### src/design/vnr_pkg.sv
// Shared types, constants and helper functions for the vertex normal recalc block.
// No dependencies; every other design file imports this package.
package vnr_pkg;

  localparam int IdxW = 10;
  localparam int PosW = 32;
  localparam int SumW = 24;
  localparam int NrmW = 16;
  localparam logic [15:0] UnitOne = 16'd16384;

  typedef enum logic [1:0] {
    OP_STORE    = 2'd0,
    OP_TRIANGLE = 2'd1,
    OP_QUERY    = 2'd2,
    OP_UNUSED   = 2'd3
  } op_e;

  typedef enum logic [2:0] {
    ADDR_VERTEX = 3'd0,
    ADDR_FIRST  = 3'd1,
    ADDR_SECOND = 3'd2,
    ADDR_THIRD  = 3'd3,
    ADDR_SWEEP  = 3'd4
  } addr_sel_e;

  typedef enum logic [4:0] {
    DP_NOP        = 5'd0,
    DP_LATCH      = 5'd1,
    DP_STORE      = 5'd2,
    DP_CLEAR      = 5'd3,
    DP_CAPTURE    = 5'd4,
    DP_EDGE       = 5'd5,
    DP_SCALE      = 5'd6,
    DP_CROSS      = 5'd7,
    DP_LOAD_SUM   = 5'd8,
    DP_MAG        = 5'd9,
    DP_SHIFT      = 5'd10,
    DP_SQUARE     = 5'd11,
    DP_SQRT       = 5'd12,
    DP_DIV_INIT   = 5'd13,
    DP_DIV_STEP   = 5'd14,
    DP_DIV_END    = 5'd15,
    DP_ACC_WRITE  = 5'd16,
    DP_OUT_NORMAL = 5'd17,
    DP_OUT_ZERO   = 5'd18
  } dp_op_e;

  typedef struct packed {
    dp_op_e    op;
    logic      rd_en;
    addr_sel_e addr_sel;
    logic [4:0] step;
  } dp_cmd_t;

  typedef struct packed {
    op_e  op;
    logic vi_ok;
    logic tri_ok;
    logic vec_zero;
  } dp_status_t;

  // Position of the highest set bit plus one; zero for a zero word.
  function automatic logic [6:0] bit_len(logic [62:0] x);
    logic [6:0] n;
    n = '0;
    for (int i = 0; i < 63; i++) begin
      if (x[i]) n = 7'(i + 1);
    end
    return n;
  endfunction

  // Add a Q1.14 component to a 24-bit accumulator with saturation.
  function automatic logic [SumW-1:0] sat_add(logic [SumW-1:0] a, logic [NrmW-1:0] b);
    logic [SumW:0] s;
    s = {a[SumW-1], a} + {{(SumW+1-NrmW){b[NrmW-1]}}, b};
    if (s[SumW] != s[SumW-1]) begin
      return s[SumW] ? {1'b1, {(SumW-1){1'b0}}} : {1'b0, {(SumW-1){1'b1}}};
    end
    return s[SumW-1:0];
  endfunction

endpackage

### src/design/vnr_ctrl.sv
// Sequencer for the vertex normal datapath: clear sweep, item decode and step counting.
// Depends on vnr_pkg for command and status types.
module vnr_ctrl
  import vnr_pkg::*;
#(
  parameter int MAX_VERTICES = 1024
) (
  input  logic        clk_i,
  input  logic        rst_ni,
  input  logic        in_valid_i,
  output logic        in_ready_o,
  output logic        out_valid_o,
  input  logic        out_ready_i,
  input  dp_status_t  status_i,
  output dp_cmd_t     cmd_o,
  output logic [$clog2(MAX_VERTICES)-1:0] sweep_addr_o
);

  localparam int AW = $clog2(MAX_VERTICES);
  localparam int CW = (AW > 5) ? AW : 5;

  typedef enum logic [22:0] {
    S_CLEAR      = 23'(1) << 0,
    S_IDLE       = 23'(1) << 1,
    S_DECODE     = 23'(1) << 2,
    S_RD_FIRST   = 23'(1) << 3,
    S_RD_SECOND  = 23'(1) << 4,
    S_RD_THIRD   = 23'(1) << 5,
    S_CAP_THIRD  = 23'(1) << 6,
    S_EDGE       = 23'(1) << 7,
    S_SCALE      = 23'(1) << 8,
    S_CROSS      = 23'(1) << 9,
    S_QRD        = 23'(1) << 10,
    S_QLOAD      = 23'(1) << 11,
    S_MAG        = 23'(1) << 12,
    S_SHIFT      = 23'(1) << 13,
    S_SQUARE     = 23'(1) << 14,
    S_SQRT       = 23'(1) << 15,
    S_DIV_INIT   = 23'(1) << 16,
    S_DIV_STEP   = 23'(1) << 17,
    S_DIV_END    = 23'(1) << 18,
    S_ACC_RD     = 23'(1) << 19,
    S_ACC_WR     = 23'(1) << 20,
    S_OUT_NORMAL = 23'(1) << 21,
    S_OUT_ZERO   = 23'(1) << 22
  } state_e;

  state_e state_q, state_d;
  logic [CW-1:0] cnt_q, cnt_d;
  logic [1:0] comp_q, comp_d;
  logic out_valid_q, out_valid_d;
  logic out_free;
  addr_sel_e corner_sel;

  assign in_ready_o   = (state_q == S_IDLE);
  assign out_valid_o  = out_valid_q;
  assign sweep_addr_o = cnt_q[AW-1:0];
  assign out_free     = !out_valid_q || out_ready_i;

  always_comb begin
    case (comp_q)
      2'd0:    corner_sel = ADDR_FIRST;
      2'd1:    corner_sel = ADDR_SECOND;
      default: corner_sel = ADDR_THIRD;
    endcase
  end

  always_comb begin
    state_d = state_q;
    cnt_d   = cnt_q;
    comp_d  = comp_q;
    out_valid_d = out_valid_q && !out_ready_i;
    cmd_o.op       = DP_NOP;
    cmd_o.rd_en    = 1'b0;
    cmd_o.addr_sel = ADDR_VERTEX;
    cmd_o.step     = cnt_q[4:0];
    unique case (state_q)
      S_CLEAR: begin
        cmd_o.op       = DP_CLEAR;
        cmd_o.addr_sel = ADDR_SWEEP;
        cnt_d = cnt_q + CW'(1);
        if (cnt_q == CW'(MAX_VERTICES - 1)) begin
          cnt_d   = '0;
          state_d = S_IDLE;
        end
      end
      S_IDLE: begin
        if (in_valid_i) begin
          cmd_o.op = DP_LATCH;
          state_d  = S_DECODE;
        end
      end
      S_DECODE: begin
        state_d = S_IDLE;
        case (status_i.op)
          OP_STORE: begin
            if (status_i.vi_ok) cmd_o.op = DP_STORE;
          end
          OP_TRIANGLE: begin
            if (status_i.tri_ok) state_d = S_RD_FIRST;
          end
          OP_QUERY: begin
            state_d = status_i.vi_ok ? S_QRD : S_OUT_ZERO;
          end
          default: state_d = S_IDLE;
        endcase
      end
      S_RD_FIRST: begin
        cmd_o.rd_en    = 1'b1;
        cmd_o.addr_sel = ADDR_FIRST;
        state_d = S_RD_SECOND;
      end
      S_RD_SECOND: begin
        cmd_o.rd_en    = 1'b1;
        cmd_o.addr_sel = ADDR_SECOND;
        cmd_o.op       = DP_CAPTURE;
        cmd_o.step     = 5'd0;
        state_d = S_RD_THIRD;
      end
      S_RD_THIRD: begin
        cmd_o.rd_en    = 1'b1;
        cmd_o.addr_sel = ADDR_THIRD;
        cmd_o.op       = DP_CAPTURE;
        cmd_o.step     = 5'd1;
        state_d = S_CAP_THIRD;
      end
      S_CAP_THIRD: begin
        cmd_o.op   = DP_CAPTURE;
        cmd_o.step = 5'd2;
        state_d = S_EDGE;
      end
      S_EDGE: begin
        cmd_o.op = DP_EDGE;
        state_d  = S_SCALE;
      end
      S_SCALE: begin
        cmd_o.op = DP_SCALE;
        cnt_d    = '0;
        state_d  = S_CROSS;
      end
      S_CROSS: begin
        cmd_o.op = DP_CROSS;
        cnt_d    = cnt_q + CW'(1);
        if (cnt_q == CW'(6)) begin
          cnt_d   = '0;
          state_d = S_MAG;
        end
      end
      S_QRD: begin
        cmd_o.rd_en = 1'b1;
        state_d = S_QLOAD;
      end
      S_QLOAD: begin
        cmd_o.op = DP_LOAD_SUM;
        state_d  = S_MAG;
      end
      S_MAG: begin
        cmd_o.op = DP_MAG;
        state_d  = S_SHIFT;
      end
      S_SHIFT: begin
        if (status_i.vec_zero) begin
          // degenerate triangle adds nothing; empty sum reports zero length
          state_d = (status_i.op == OP_QUERY) ? S_OUT_ZERO : S_IDLE;
        end else begin
          cmd_o.op = DP_SHIFT;
          cnt_d    = '0;
          state_d  = S_SQUARE;
        end
      end
      S_SQUARE: begin
        cmd_o.op = DP_SQUARE;
        cnt_d    = cnt_q + CW'(1);
        if (cnt_q == CW'(3)) begin
          cnt_d   = '0;
          state_d = S_SQRT;
        end
      end
      S_SQRT: begin
        cmd_o.op = DP_SQRT;
        cnt_d    = cnt_q + CW'(1);
        if (cnt_q == CW'(25)) begin
          cnt_d   = '0;
          comp_d  = 2'd0;
          state_d = S_DIV_INIT;
        end
      end
      S_DIV_INIT: begin
        cmd_o.op   = DP_DIV_INIT;
        cmd_o.step = {3'b000, comp_q};
        cnt_d      = '0;
        state_d    = S_DIV_STEP;
      end
      S_DIV_STEP: begin
        cmd_o.op = DP_DIV_STEP;
        cnt_d    = cnt_q + CW'(1);
        if (cnt_q == CW'(15)) begin
          cnt_d   = '0;
          state_d = S_DIV_END;
        end
      end
      S_DIV_END: begin
        cmd_o.op   = DP_DIV_END;
        cmd_o.step = {3'b000, comp_q};
        if (comp_q == 2'd2) begin
          comp_d  = 2'd0;
          state_d = (status_i.op == OP_QUERY) ? S_OUT_NORMAL : S_ACC_RD;
        end else begin
          comp_d  = comp_q + 2'd1;
          state_d = S_DIV_INIT;
        end
      end
      S_ACC_RD: begin
        cmd_o.rd_en    = 1'b1;
        cmd_o.addr_sel = corner_sel;
        state_d = S_ACC_WR;
      end
      S_ACC_WR: begin
        cmd_o.op       = DP_ACC_WRITE;
        cmd_o.addr_sel = corner_sel;
        if (comp_q == 2'd2) begin
          comp_d  = 2'd0;
          state_d = S_IDLE;
        end else begin
          comp_d  = comp_q + 2'd1;
          state_d = S_ACC_RD;
        end
      end
      S_OUT_NORMAL: begin
        if (out_free) begin
          cmd_o.op    = DP_OUT_NORMAL;
          out_valid_d = 1'b1;
          state_d     = S_IDLE;
        end
      end
      S_OUT_ZERO: begin
        if (out_free) begin
          cmd_o.op    = DP_OUT_ZERO;
          out_valid_d = 1'b1;
          state_d     = S_IDLE;
        end
      end
      default: state_d = S_IDLE;
    endcase
  end

  always_ff @(posedge clk_i or negedge rst_ni) begin
    if (!rst_ni) begin
      state_q     <= S_CLEAR;
      cnt_q       <= '0;
      comp_q      <= 2'd0;
      out_valid_q <= 1'b0;
    end else begin
      state_q     <= state_d;
      cnt_q       <= cnt_d;
      comp_q      <= comp_d;
      out_valid_q <= out_valid_d;
    end
  end

endmodule

### config.mk
export PLATFORM = sky130hd
export DESIGN_NAME = vnr_ctrl
export DESIGN_NICKNAME = d
export VERILOG_FILES = /design/src/design/vnr_pkg.sv /design/src/design/vnr_ctrl.sv
export SDC_FILE = /design/constraint.sdc
export NUM_CORES = 1
export LEC_CHECK = 0
export BUFFER_PORTS_ARGS = -buffer_cell sky130_fd_sc_hd__clkbuf_2
export CAP_MARGIN = 0
export CELL_PAD_IN_SITES_DETAIL_PLACEMENT = 0
export CELL_PAD_IN_SITES_GLOBAL_PLACEMENT = 1
export CORE_MARGIN = 3
export CORE_UTILIZATION = 39
export DETAILED_ROUTE_END_ITERATION = 7
export PLACE_DENSITY_LB_ADDON = 0.1
export SETUP_SLACK_MARGIN = 0.1
export SYNTH_ARGS = -nofsm -noshare
export SYNTH_HDL_FRONTEND = slang
export SYNTH_SLANG_ARGS = --single-unit
### constraint.sdc
create_clock -name clk_i -period 2.4 [get_ports clk_i]
set_input_delay 0.36 -clock clk_i [delete_from_list [all_inputs] [get_ports clk_i]]
set_output_delay 0.36 -clock clk_i [all_outputs]
set_load 0.03 [all_outputs]
Word-level counts from Yosys, hierarchy flattened
Cells that the tools add are included.
{"block": "op_classes", "mul": 0, "addsub": 2, "n_reduce_logical": 18, "magnitude_cmp": 0, "div_mod_pow": 0, "bitwise": 0, "eq_ne": 40, "shifts": 0, "mux": 39}
{"operator": "23-bit one-hot mux with 22 select lines", "count": 1}
{"operator": "23-bit 2-to-1 mux", "count": 10}
{"operator": "5-bit one-hot mux with 18 select lines", "count": 1}
{"operator": "10-bit one-hot mux with 7 select lines", "count": 1}
{"operator": "10-bit 2-to-1 mux", "count": 6}
{"operator": "23-bit one-hot mux with 2 select lines", "count": 1}
{"operator": "22-bit 2-to-1 mux", "count": 2}
{"operator": "23-bit by 1-bit == test with 1-bit output, second input constant", "count": 1}
{"operator": "23-bit by 10-bit == test with 1-bit output, second input constant", "count": 1}
{"operator": "23-bit by 11-bit == test with 1-bit output, second input constant", "count": 1}
{"operator": "23-bit by 12-bit == test with 1-bit output, second input constant", "count": 1}
{"operator": "23-bit by 13-bit == test with 1-bit output, second input constant", "count": 1}
{"operator": "23-bit by 14-bit == test with 1-bit output, second input constant", "count": 1}
{"operator": "23-bit by 15-bit == test with 1-bit output, second input constant", "count": 1}
{"operator": "23-bit by 16-bit == test with 1-bit output, second input constant", "count": 1}
{"operator": "23-bit by 17-bit == test with 1-bit output, second input constant", "count": 1}
{"operator": "23-bit by 18-bit == test with 1-bit output, second input constant", "count": 1}
{"operator": "23-bit by 19-bit == test with 1-bit output, second input constant", "count": 1}
{"operator": "23-bit by 2-bit == test with 1-bit output, second input constant", "count": 1}
{"operator": "23-bit by 20-bit == test with 1-bit output, second input constant", "count": 1}
{"operator": "23-bit by 21-bit == test with 1-bit output, second input constant", "count": 1}
{"operator": "23-bit by 22-bit == test with 1-bit output, second input constant", "count": 1}
{"operator": "23-bit == test, second input constant", "count": 1}
{"operator": "23-bit by 3-bit == test with 1-bit output, second input constant", "count": 1}
{"operator": "other kinds (36)", "count": 60}
{"block": "word_totals", "n_memories": 0, "romBits": 0, "ram_bits": 0, "latch_bits": 0, "out_inout_bits": 26, "inputBits": 9, "reg_bits": 36, "word_cells": 103}

Depth between registers and ports, before layout
Gate-level depths: netlist of the first run.
{"block": "depth", "depth_word": 4, "depth_mapped": 10, "ltp_nobuf": 8}

Worst setup path after synthesis of the first run
OpenSTA, ideal clock, no wires.
{"block": "synth_path", "path_kind": "flip-flop to output port", "startpoint": "register state_q[12]", "endpoint": "output cmd_o[13] in the netlist's numbering", "required_time_ns": 2.040, "t_arrival_ns": 2.452, "path_slack_ns": -0.412, "n_path_buf": 0, "stages_incl_launch_ff": 7, "cell_sequence": "dfrtp_1 > nor4_4 > nand4_2 > or3_1 > nor2b_1 > inv_1 > o21ai_0"}
{"item": "start: declaration", "line": "vnr_ctrl.sv:48", "rtl": "state_e state_q, state_d;"}
{"item": "start signal: assignment", "line": "vnr_ctrl.sv:254", "rtl": "state_q <= state_d;"}
{"item": "end: declaration", "line": "vnr_ctrl.sv:15", "rtl": "output dp_cmd_t cmd_o,"}

==> results of run 1 <==
[worst max path at each step]
stage	slack, ns	from	cells after the start	endpoint
floorplan	-0.04	sweep_addr_o[0]	9	state_q[22]
global placement	-0.08	state_q[0]	9	cmd_o[11]
detailed placement	-0.12	state_q[2]	8	cmd_o[0]
CTS	-0.33	state_q[12]	8	cmd_o[10]
global route	-0.41	state_q[0]	9	cmd_o[11]
finish	-0.32	state_q[13]	7	cmd_o[10]
[layout make-up]
cell class              instances  area share [%]
well taps                      77            2.14
multi-input cells             243            46.4
clock inverters                 2           0.222
repair buffers                154            28.3
inverters                      12           0.998
flip-flops and latches         36            20.1
clock buffers                   6            1.83
[stage by stage]
| step | TNS (ns) | instances | util, % | instance area, sq um | hold slack (ns) |
|---|---|---|---|---|---|
| after global routing | -8.79 | 530 | 70.7 | 4510 | 0.0463 |
| final | -5.26 | 530 | 70.7 | 4510 | 0.0251 |
| after floorplan | -0.0811 | 302 | - | 2700 | 0.0644 |
| after CTS | -6.33 | 526 | 67.6 | 4320 | 0.0404 |
| after global placement | -0.147 | 498 | 57.1 | 3650 | 0.362 |
| after detailed placement | -1.33 | 498 | 57.1 | 3650 | 0.373 |
[cell families (layout without fill, tap and decap cells)]
logic type,after synthesis,count (layout)
XOR/XNOR,15,15
flip-flops,36,36
AND/OR/NAND/NOR,184,184
buffers and inverters,23,174
AO/OA/AOI/OAI,38,38
adder cells (fa/ha/maj),6,6
[critical path: stages (launching register included)]
cell	delay (ns)
dfrtp_2	0.44
nor4_4	0.38
nand4_2	0.21
or3_4	0.44
nor2b_4	0.17
nand3b_1	0.10
nand4_1	0.13
clkbuf_8	0.18
[synthesized netlist by cell type (all sizes together), types with 5 or more instances]
library cell | count | area [sq um]
nand3 | 12 | 60.1
nor2 | 34 | 128
nor2b | 6 | 37.5
nand4 | 14 | 93.8
nand2 | 23 | 86.3
dfrtp | 35 | 876
nor3 | 25 | 146
ha | 6 | 75.1
xnor2 | 11 | 96.3
nand2b | 6 | 37.5
nand3b | 7 | 52.6
inv | 12 | 45.0
buf | 8 | 46.3
nor4 | 19 | 161
o21ai | 11 | 55.1
and3 | 5 | 31.3
and4 | 5 | 43.8
[where the power goes]
group          leakage [uW]  internal, uW  total [uW]  switching, uW
sequential         0.000487           628         653           24.3
combinational       0.00166           545        1090            543
clock             0.0000510           230         473            243
[registers in the layout (all words and copies together) (netlist names)]
signal and count:
comp_q 2, out_valid_o 1, state_q 23, sweep_addr_o 10
[metal layers]
metal	vias to the layer above	track usage [%]	part of all wire (%)	wire length, microns
met1	1495	38.6	45	4530
met3	11	5.87	6.1	608
met4	0	7.53	1.7	168
li1	1427	-	-	-
met5	-	0	0	0
met2	91	43.2	47	4680
[repair_timing]
action / 4_1_cts / 5_1_grt
buffers inserted: 21 / 5
endpoints found under the setup margin: 32 / 37
resized for setup: 93 / 45
pin swaps: 34 / 25
==> summary.txt, run 1 <==
Detailed routing
  • Wire per inst: roughly 19 microns
  • Via count: between 3000 and 4000
  • DR iter-0 viols: between 200 and 250
  • Via-to-Cell Ratio: about 5.7
  • Final ANT Viol Nets: 0
  • Drt first pass iters: 4
  • Total wire length: between 9000 and 10000 microns
  • Drt drc: 0

Setup path
  • R2R Setup Slk: -0.18 ns
  • Arr. time, crit path: 2.36 ns
  • Worst EP required: 2.04 ns
  • Crit Reg-Reg Endpoint: sweep_addr_o[2]
  • R2R depth: 12
  • Critical path type: reg -> out
  • Crit-path max FO: 3
  • Reg-to-Reg Start: state_q[13]
  • Critical Path Source Type: register
  • Critical path capture point type: output pin

Synthesis
  • Syn nets: 317
  • Post-Synth Adder-Cell Area: a little under 3%
  • Mapped Avg Cell Area: 8.57 sq um
  • Mux contribution to synthesized area: 0%
  • Largest family of logic cells by synthesized area: simple AND/OR/NAND/NOR gates
  • Register bit total from synthesis: 36
  • Async S/R FF share, synth: 100%
  • Yosys warnings: 0
  • Primary FF master, synth: dfrtp_1
  • Synth cell types: 57
  • Post-Synthesis Cells: 302
  • Compound-cell area share of the yosys netlist: between 10% and 20%
  • Number of synthesized flops with an enable pin: 0
  • Xor-xnor portion of the synthesized cell area: 5.08%
  • Simple-Gate Fraction of Synth Area: ~43%
  • Netlist Area Pre-Place: between 2000 and 3000 sq um
  • Seq/Total Area, Yosys: 34.9%

Floorplan
  • Full die area: roughly 7600 sq um
  • Core ar.: roughly 6400 sq um
  • Placement Rows: 29
  • Die height: between 80 and 90 microns
  • Starting Density: between 40% and 50%
  • Io pins: 35
  • Die width: 87.5 microns

Timing
  • Final Max Slew Viols: 0
  • Worst-Margin Slew: about 0.54 ns
  • Final Setup Violations: 33
  • Setup Skew: 0.0114 ns
  • Fin worst setup slack: -0.319 ns
  • RSZ-0062 raised after global routing: true
  • F_max: ~0.37 GHz
  • Final Cycle Share: 113%
  • Fin. Hold Viols: 0
  • Min cycle time layout: around 2.7 ns
  • Worst slew margin: between 60% and 70%

Final layout
  • Share of layout cells above drive strength 1: 56.7%
  • FF+latch area: a little over 900 sq um
  • Fin nets: 467
  • Antenna diode count: 0
  • Layout fillers: between 400 and 500
  • Commonest non-fill, non-tap cells in the layout: buf_4, dfrtp_1, nor2_1, clkbuf_2, nand2_1
  • Area delta synth->final: 74.4%
  • Multi-input gate area: roughly 2100 sq um
  • Commonest non-fill, non-tap cell in the layout: buf_4

Run
  • Max_cap viols: 0

Clock network
  • TritonCTS buffer count: 5
  • Root Driver: clkbuf_8
  • Clock Tree Buf Depth: 2
  • CTS Hold Buffers Added: 0
  • CTS tree: built
  • Clock transition at path regs: 0.09 ns
  • CTS Sinks: 36
  • H-tree levels: 2
  • Clock Latency Late Sink: ~0.31 ns

Power and ir drop
  • Final Power: ~2200 uW
  • Power Density: slightly below 500 nW/um^2
  • Peak supply drop: 0.000535 V
  • Static Leak: about 0.0022 uW

Worst hold path
  • Hold WC Path Type: in -> async

Place
  • Placer congestion estimate: approximately 0.93
  • Final HPWL DP: about 7300 microns
  • PortBufs: 34
  • Dpl ws: -0.124 ns

Global route
  • First-pass GRT wire length: ~16000 microns
  • Vias in the first global route: between 3000 and 4000
  • Total GRT Usage: about 28%
  • Congestion Overflow GR: 0
  • Initial antenna violation count: 0
  • Largest net degree at the start of global routing: 20

Status
  • Status: finished, violations left
  • Failing checks: setup timing
Power figures use the tool's default switching activity.
==> run 2: changes to the inputs <==
- CAP_MARGIN: 0 -> not set
- TNS_END_PERCENT: not set -> 20
==> run 2 against run 1 <==
Net effect: the run still ends with setup timing left; setup slack better by 0.030 ns; register-to-register slack improved by 0.08 ns; utilization decreased by 2.6 points; largest cell class unchanged; count of clock-buffer cells in the layout did not move; final cell count up 1.9%; fmax up 1.1%; clock skew increased by 0.0010 ns; design area down 3.7%.
==> summary.txt, run 2 (synthesis results as in run 1) <==
Global route
  • Congestion Overflow GR: 0 (unchanged)
  • Initial antenna violation count: 0 (unchanged)
  • First-pass GRT wire length: 15700 microns (-2.2%)
  • Total GRT Usage: 26.6% (-1.0 points)
  • Largest net degree at the start of global routing: 25 (+25%)
  • Vias in the first global route: 3091 (+0.72%)

Power and ir drop
  • NetSw: 780 uW (-3.7%)
  • Internal Power: 1390 uW (-0.62%)
  • Clock Power Share: 21.5% (about the same)
  • Power Density: 501 nW/um^2 (+2.0%)
  • Switching Share: 35.9% (-0.73 points)
  • Peak supply drop: 0.000470 V (-12%)
  • Final Power: 2170 uW (-1.8%)
  • Comb pwr share: 48.7% (-0.5 points)
  • Static Leak: 0.00216 uW (-1.5%)
  • Sequential power share: 29.8% (+0.3 points)

Clock network
  • CTS tree: built
  • Clock Tree Buf Depth: 2 (unchanged)
  • H-tree levels: 2 (unchanged)
  • CTS Sinks: 36 (unchanged)
  • Clock Latency Late Sink: 0.30 ns (about the same)
  • CTS Hold Buffers Added: 0 (unchanged)
  • Root Driver: clkbuf_8
  • Clock transition at path regs: 0.09 ns (about the same)
  • TritonCTS buffer count: 5 (unchanged)

Floorplan
  • Full die area: 7650 sq um (unchanged)
  • Placement Rows: 29 (unchanged)
  • Io pins: 35 (unchanged)
  • Die height: 87.5 microns (unchanged)
  • Starting Density: 40.5% (unchanged)
  • Die width: 87.5 microns (unchanged)
  • Core ar.: 6390 sq um (unchanged)

Final layout
  • Commonest non-fill, non-tap cell in the layout: buf_4
  • Share of layout cells above drive strength 1: 53.1% (-3.6 points)
  • Finished Layout Cells: 540 (+1.9%)
  • Antenna diode count: 0 (unchanged)
  • FF+latch area: 910 sq um (+0.14%)
  • Multi-input gate area: 1900 sq um (-9.3%)
  • Commonest non-fill, non-tap cells in the layout: buf_4, nor2_1, dfrtp_1, nand2_1, clkbuf_2
  • Fin nets: 477 (+2.1%)
  • Area delta synth->final: 67.9%
  • Finished Cell Area: 4340 sq um (-3.7%)
  • Layout fillers: 507 (+5.6%)
  • Reg with most FFs: state_q
  • Util after Layout: 68.0% (-2.6 points)
  • Max FFs per register: 23 (unchanged)

Timing
  • F_max: 0.372 GHz (+1.1%)
  • RSZ-0062 raised after global routing: true
  • Worst-Margin Slew: 0.813 ns (+0.270 ns)
  • Setup Skew: 0.0124 ns (+0.00103 ns)
  • Fin worst setup slack: -0.289 ns (+0.0303 ns)
  • Final Setup Violations: 26 (-21%)
  • Min cycle time layout: 2.69 ns (-0.0303 ns)
  • Final Max Slew Viols: 0 (unchanged)
  • Worst slew margin: 45.3% (-18 points)
  • Final Cycle Share: 112% (-1.3 points)
  • Fin. Hold Viols: 0 (unchanged)

Setup path
  • Worst Path Buf+Inv: 2 (+1)
  • Delay-heaviest family, CP: simple AND/OR/NAND/NOR gates
  • Arr. time, crit path: 2.33 ns (-0.03 ns)
  • Crit-path max FO: 4 (+1)
  • Crit-path cells: buf_6 -> nor4_4 -> nand4_2 -> or3_4 -> nor2b_4 -> nand3b_1 -> nand4_1 -> clkbuf_8
  • Critical path's slowest cell: or3_4
  • Worst EP required: 2.04 ns (about the same)
  • Critical Path Source Type: register
  • Critical path type: reg -> out
  • Slowest stage delay, CP: 0.44 ns (about the same)
  • Critical path capture point type: output pin

Place
  • Final HPWL DP: 7060 microns (-3.9%)
  • Dpl cell area: 3700 sq um (+1.6%)
  • PortBufs: 34 (unchanged)
  • Placer congestion estimate: 0.898 (-3.4%)
  • Cells after DPL: 512 (+2.8%)

Detailed routing
  • Total wire length: 9350 microns (-6.4%)
  • Final ANT Viol Nets: 0 (unchanged)
  • Drt drc: 0 (unchanged)
  • Drt first pass iters: 5 (+1)
  • Via count: 3003 (-0.69%)
  • Wire per inst: 17.3 microns (-8.1%)
  • Via-to-Cell Ratio: 5.56 (-2.5%)
  • DR iter-0 viols: 237 (+4.4%)

Worst hold path
  • Hold WC Path Type: in -> async

Status
  • Status: finished, violations left
  • Failing checks: setup timing

Run
  • Max_cap viols: 0 (unchanged)
==> run 2: changes by cell type in the layout (fill, tap and decap cells not counted), sizes merged <==
cell	change
clkbuf	+1
buf	+9
==> run 2: final cells by class <==
type | instances | area share, %
Multi-Input combinational cell | 243 | 43.7
Sequential cell | 36 | 20.9
Clock inverter | 2 | 0.230
Clock buffer | 6 | 1.90
Tap cell | 77 | 2.22
Timing Repair Buffer | 164 | 30.0
Inverter | 12 | 1.04
==> run 2: worst register-to-register path, stage by stage, from the launching register on <==
cell and delay (ns):
dfrtp_2 0.41, or4_4 0.57, nor4_4 0.21, nor4_4 0.09, o22ai_2 0.17, nand4_1 0.17
or3_4 0.38, buf_4 0.17, a22o_1 0.21
==> run 2: final timing paths <==
kind	startpoint	endpoint	slack, ns	depth (start not counted)
worst max-delay path	state_q[12]	cmd_o[10]	-0.29	8
max in group asynchronous	rst_ni	state_q[21]	1.68	2
worst max register to register	sweep_addr_o[7]	state_q[22]	-0.10	8
worst min-delay path	rst_ni	state_q[15]	0.07	1
worst min register to register	comp_q[1]	comp_q[0]	0.56	1
min in group clk_i	status_i[1]	state_q[3]	0.29	3
==> run 2: power by group through the flow <==
| stage | sequential [uW] | clock (uW) | combinational [uW] |
|---|---|---|---|
| floorplan | 670 | 0 | 392 |
| global placement | 652 | 0 | 782 |
| detailed placement | 652 | 0 | 788 |
| CTS | 648 | 470 | 971 |
| global route | 651 | 507 | 1130 |
| finish | 648 | 468 | 1060 |
==> run 2: per-layer routing <==
| metal | part of all wire [%] | routed length (microns) | global-route usage, % |
|---|---|---|---|
| met1 | 43 | 4070 | 35.7 |
| met2 | 49 | 4610 | 43.5 |
| met5 | 0 | 0 | 0 |
| met3 | 5.5 | 511 | 5.20 |
| met4 | 1.8 | 165 | 7.39 |
==> run 2: per-stage QoR <==
stage          TNS (ns)  setup slack [ns]  hold slack, ns
2_1_floorplan    -0.151           -0.0422          0.0644
3_3_place_gp      -4.98            -0.278           0.404
3_5_place_dp      -6.67            -0.345           0.411
4_1_cts           -3.75            -0.279          0.0963
5_1_grt           -7.44            -0.376           0.109
6_report          -4.03            -0.289          0.0732
==> run 2: timing repair <==
action	in CTS	in global routing
resized for setup	68	26
setup endpoints to repair	35	35
setup buffers	15	5
pin swaps	20	6
==> run 3: changes to the inputs <==
- ABC_AREA: not set -> 1
- CORE_UTILIZATION: 39 -> 38
==> run 3 against run 2 <==
Net effect: the flow now finishes without violations; clock power increased by 3%; total power increased by 76%; highest routed layer unchanged; global-route usage decreased by 2.9 points; fmax increased by 15%; critical path type unchanged; critical path depth increased by 1.
==> summary.txt, run 3 <==
Synthesis
  • Mapped Avg Cell Area: 6.25 sq um (-27%)
  • Yosys warnings: 0 (unchanged)
  • Register bit total from synthesis: 36 (unchanged)
  • Top cells by count, synth: nand2_1, nor2_1, inv_1
  • Netlist Area Pre-Place: 3440 sq um (+33%)
  • Syn nets: 566 (+79%)
  • Async S/R FF share, synth: 100% (unchanged)
  • Number of synthesized flops with an enable pin: 0 (unchanged)
  • Count leader, synth: nand2_1
  • Seq/Total Area, Yosys: 26.2% (-8.7 points)
  • Synth cell types: 35 (-39%)
  • Top-area cell type share of the netlist area: 25.4% (-8.4 points)
  • Post-Synthesis Cells: 551 (+82%)
  • Synth area leaders: dfrtp_1, nand2_1, nor2_1
  • Primary FF master, synth: dfrtp_1
  • Leading area contributor after synthesis: dfrtp_1

Final layout
  • Commonest non-fill, non-tap cell in the layout: nand2_1
  • Finished Layout Cells: 757 (+40%)
  • Fin nets: 663 (+39%)
  • Layout fillers: 908 (+79%)
  • Area delta synth->final: 33.2%
  • Commonest non-fill, non-tap cells in the layout: nand2_1, nor2_1, inv_1, buf_4, nand3_1
  • Antenna diode count: 0 (unchanged)
  • Reg with most FFs: state_q
  • Max FFs per register: 23 (unchanged)
  • Share of layout cells above drive strength 1: 31.6% (-22 points)

Place
  • Cells after DPL: 703 (+37%)
  • Placer congestion estimate: 0.894 (-0.39%)
  • PortBufs: 34 (unchanged)
  • Final HPWL DP: 9020 microns (+28%)

Setup path
  • Crit path from: state_q[19]
  • Arr. time, crit path: 1.99 ns (-0.34 ns)
  • Critical path's slowest cell: dfrtp_1
  • Crit Reg-Reg Endpoint: sweep_addr_o[3]
  • Critical Path Source Type: register
  • Crit-path max FO: 7 (+3)
  • Critical path type: reg -> out
  • Delay-heaviest family, CP: simple AND/OR/NAND/NOR gates
  • CP dominant cell by count: nor2_2
  • R2R depth: 12 (+4)
  • Critical Path Stages: 9 (+1)
  • R2R Setup Slk: 0.22 ns (+0.32 ns)
  • Crit-path cells: nor2_2 -> nand2_2 -> buf_12 -> nor2_8 -> nand2_4 -> nor2_4 -> nor2_2 -> nand4_1 -> clkbuf_8
  • Critical path capture point type: output pin
  • Reg-to-Reg Start: state_q[19]
  • Worst Path Buf+Inv: 2 (unchanged)
  • Worst EP required: 2.04 ns (about the same)
  • CP endpoint: cmd_o[11]
  • Slowest stage delay, CP: 0.41 ns (-0.03 ns)

Detailed routing
  • Drt drc: 0 (unchanged)
  • Metal2 WL: 5480 microns (+19%)
  • Top Layer Used: met4
  • DR WL met3: 587 microns (+15%)
  • Via-to-Cell Ratio: 5.30 (-4.7%)
  • DR iter-0 viols: 229 (-3.4%)
  • Met1 wire length: 5510 microns (+36%)
  • Total wire length: 11900 microns (+27%)
  • Final ANT Viol Nets: 0 (unchanged)
  • Drt first pass iters: 5 (unchanged)
  • Wire per inst: 15.7 microns (-9.2%)
  • Via count: 4013 (+34%)

Global route
  • Largest net degree at the start of global routing: 37 (+48%)
  • Initial antenna violation count: 0 (unchanged)
  • First-pass GRT wire length: 19100 microns (+21%)
  • Total GRT Usage: 23.7% (-2.9 points)
  • Vias in the first global route: 3779 (+22%)
  • Congestion Overflow GR: 0 (unchanged)

Timing
  • Worst slew margin: 66.4% (+21 points)
  • Final Max Slew Viols: 0 (unchanged)
  • F_max: 0.426 GHz (+15%)
  • Fin. Hold Viols: 0 (unchanged)
  • Setup Skew: 0.0135 ns (+0.00104 ns)
  • RSZ-0062 raised after global routing: true
  • Final Setup Violations: 0 (-100%)
  • Final Cycle Share: 97.8% (-14 points)
  • Setup TNS: 0 ns (+4.03 ns)
  • Min cycle time layout: 2.35 ns (-0.342 ns)
  • Worst-Margin Slew: 0.504 ns (-0.309 ns)

Power and ir drop
  • Power Density: 835 nW/um^2 (+67%)
  • Static Leak: 0.00251 uW (+16%)
  • Peak supply drop: 0.000275 V (-42%)

Floorplan
  • Core ar.: 8760 sq um (+37%)
  • Die height: 101 microns (+16%)
  • Io pins: 35 (unchanged)
  • Die width: 101 microns (+16%)
  • Starting Density: 39.3% (-1.2 points)
  • Full die area: 10200 sq um (+34%)
  • Placement Rows: 34 (+17%)

Clock network
  • CTS Sinks: 36 (unchanged)
  • Clock transition at path regs: 0.09 ns (about the same)
  • Root Driver: clkbuf_8
  • CTS Hold Buffers Added: 0 (unchanged)
  • Clock Tree Buf Depth: 2 (unchanged)
  • H-tree levels: 2 (unchanged)
  • CTS tree: built
  • Clock Latency Late Sink: 0.29 ns (about the same)
  • TritonCTS buffer count: 5 (unchanged)

Worst hold path
  • Hold WC Path Type: in -> async

Status
  • Status: complete, no violations

Run
  • Max_cap viols: 0 (unchanged)
-- run 3: kinds of logic (layout without fill, tap and decap cells) --
family / Yosys count / after routing / synth area share, %
AO/OA/AOI/OAI: 38 / 38 / 6.72
AND/OR/NAND/NOR: 378 / 378 / 53.3
flip-flops: 36 / 36 / 26.2
buffers and inverters: 89 / 187 / 10.6
adder cells (fa/ha/maj): 6 / 6 / 2.18
XOR/XNOR: 4 / 4 / 1.02
-- run 3: worst min-delay path by stage --
stage	start	end
after floorplan	rst_ni	comp_q[0]
after global placement	rst_ni	state_q[6]
after detailed placement	rst_ni	state_q[4]
after CTS	rst_ni	state_q[4]
after global routing	rst_ni	state_q[5]
final	rst_ni	state_q[4]
-- run 3: stage by stage --
stage | worst slack, ns | cell area [sq um] | utilization, % | hold WS (ns) | power, uW
4_1_cts | 0.0560 | 4310 | 49.2 | 0.129 | 3550
6_report | 0.0525 | 4590 | 52.3 | 0.113 | 3830
3_5_place_dp | 0.110 | 3810 | 43.5 | 0.447 | 2670
3_3_place_gp | 0.113 | 3810 | 43.5 | 0.444 | 2660
5_1_grt | -0.0311 | 4590 | 52.3 | 0.144 | 4090
2_1_floorplan | 0.153 | 3440 | - | 0.0644 | 2140
-- run 3: power breakdown --
part           leakage [uW]  internal (uW)  switching [uW]
Sequential         0.000486            679            57.9
Combinational       0.00198           1030            1580
Clock             0.0000445            234             246
-- run 3: cell type report --
cell class	count	area (sq um)	share of cell area, %
Tap cell	108	135	2.95
Clock buffer	7	86.3	1.88
Clock inverter	1	7.51	0.164
Timing Repair Buffer	94	714	15.6
Inverter	85	327	7.12
Multi-Input combinational cell	426	2410	52.6
Sequential cell	36	906	19.8
-- run 3: routing by layer --
| layer | up-vias | track usage (%) |
|---|---|---|
| met5 | - | 0 |
| met4 | 0 | 7.98 |
| met3 | 26 | 2.62 |
| met2 | 128 | 38.8 |
| met1 | 1908 | 32.6 |
| li1 | 1951 | - |
-- run 3: what timing repair did --
item | 4_1_cts | 5_1_grt
endpoints found under the hold margin | 0 | 0
endpoints found under the setup margin | 13 | 14
pin swaps | 18 | 17
gates resized for setup | 52 | 65
buffers inserted | 31 | 15
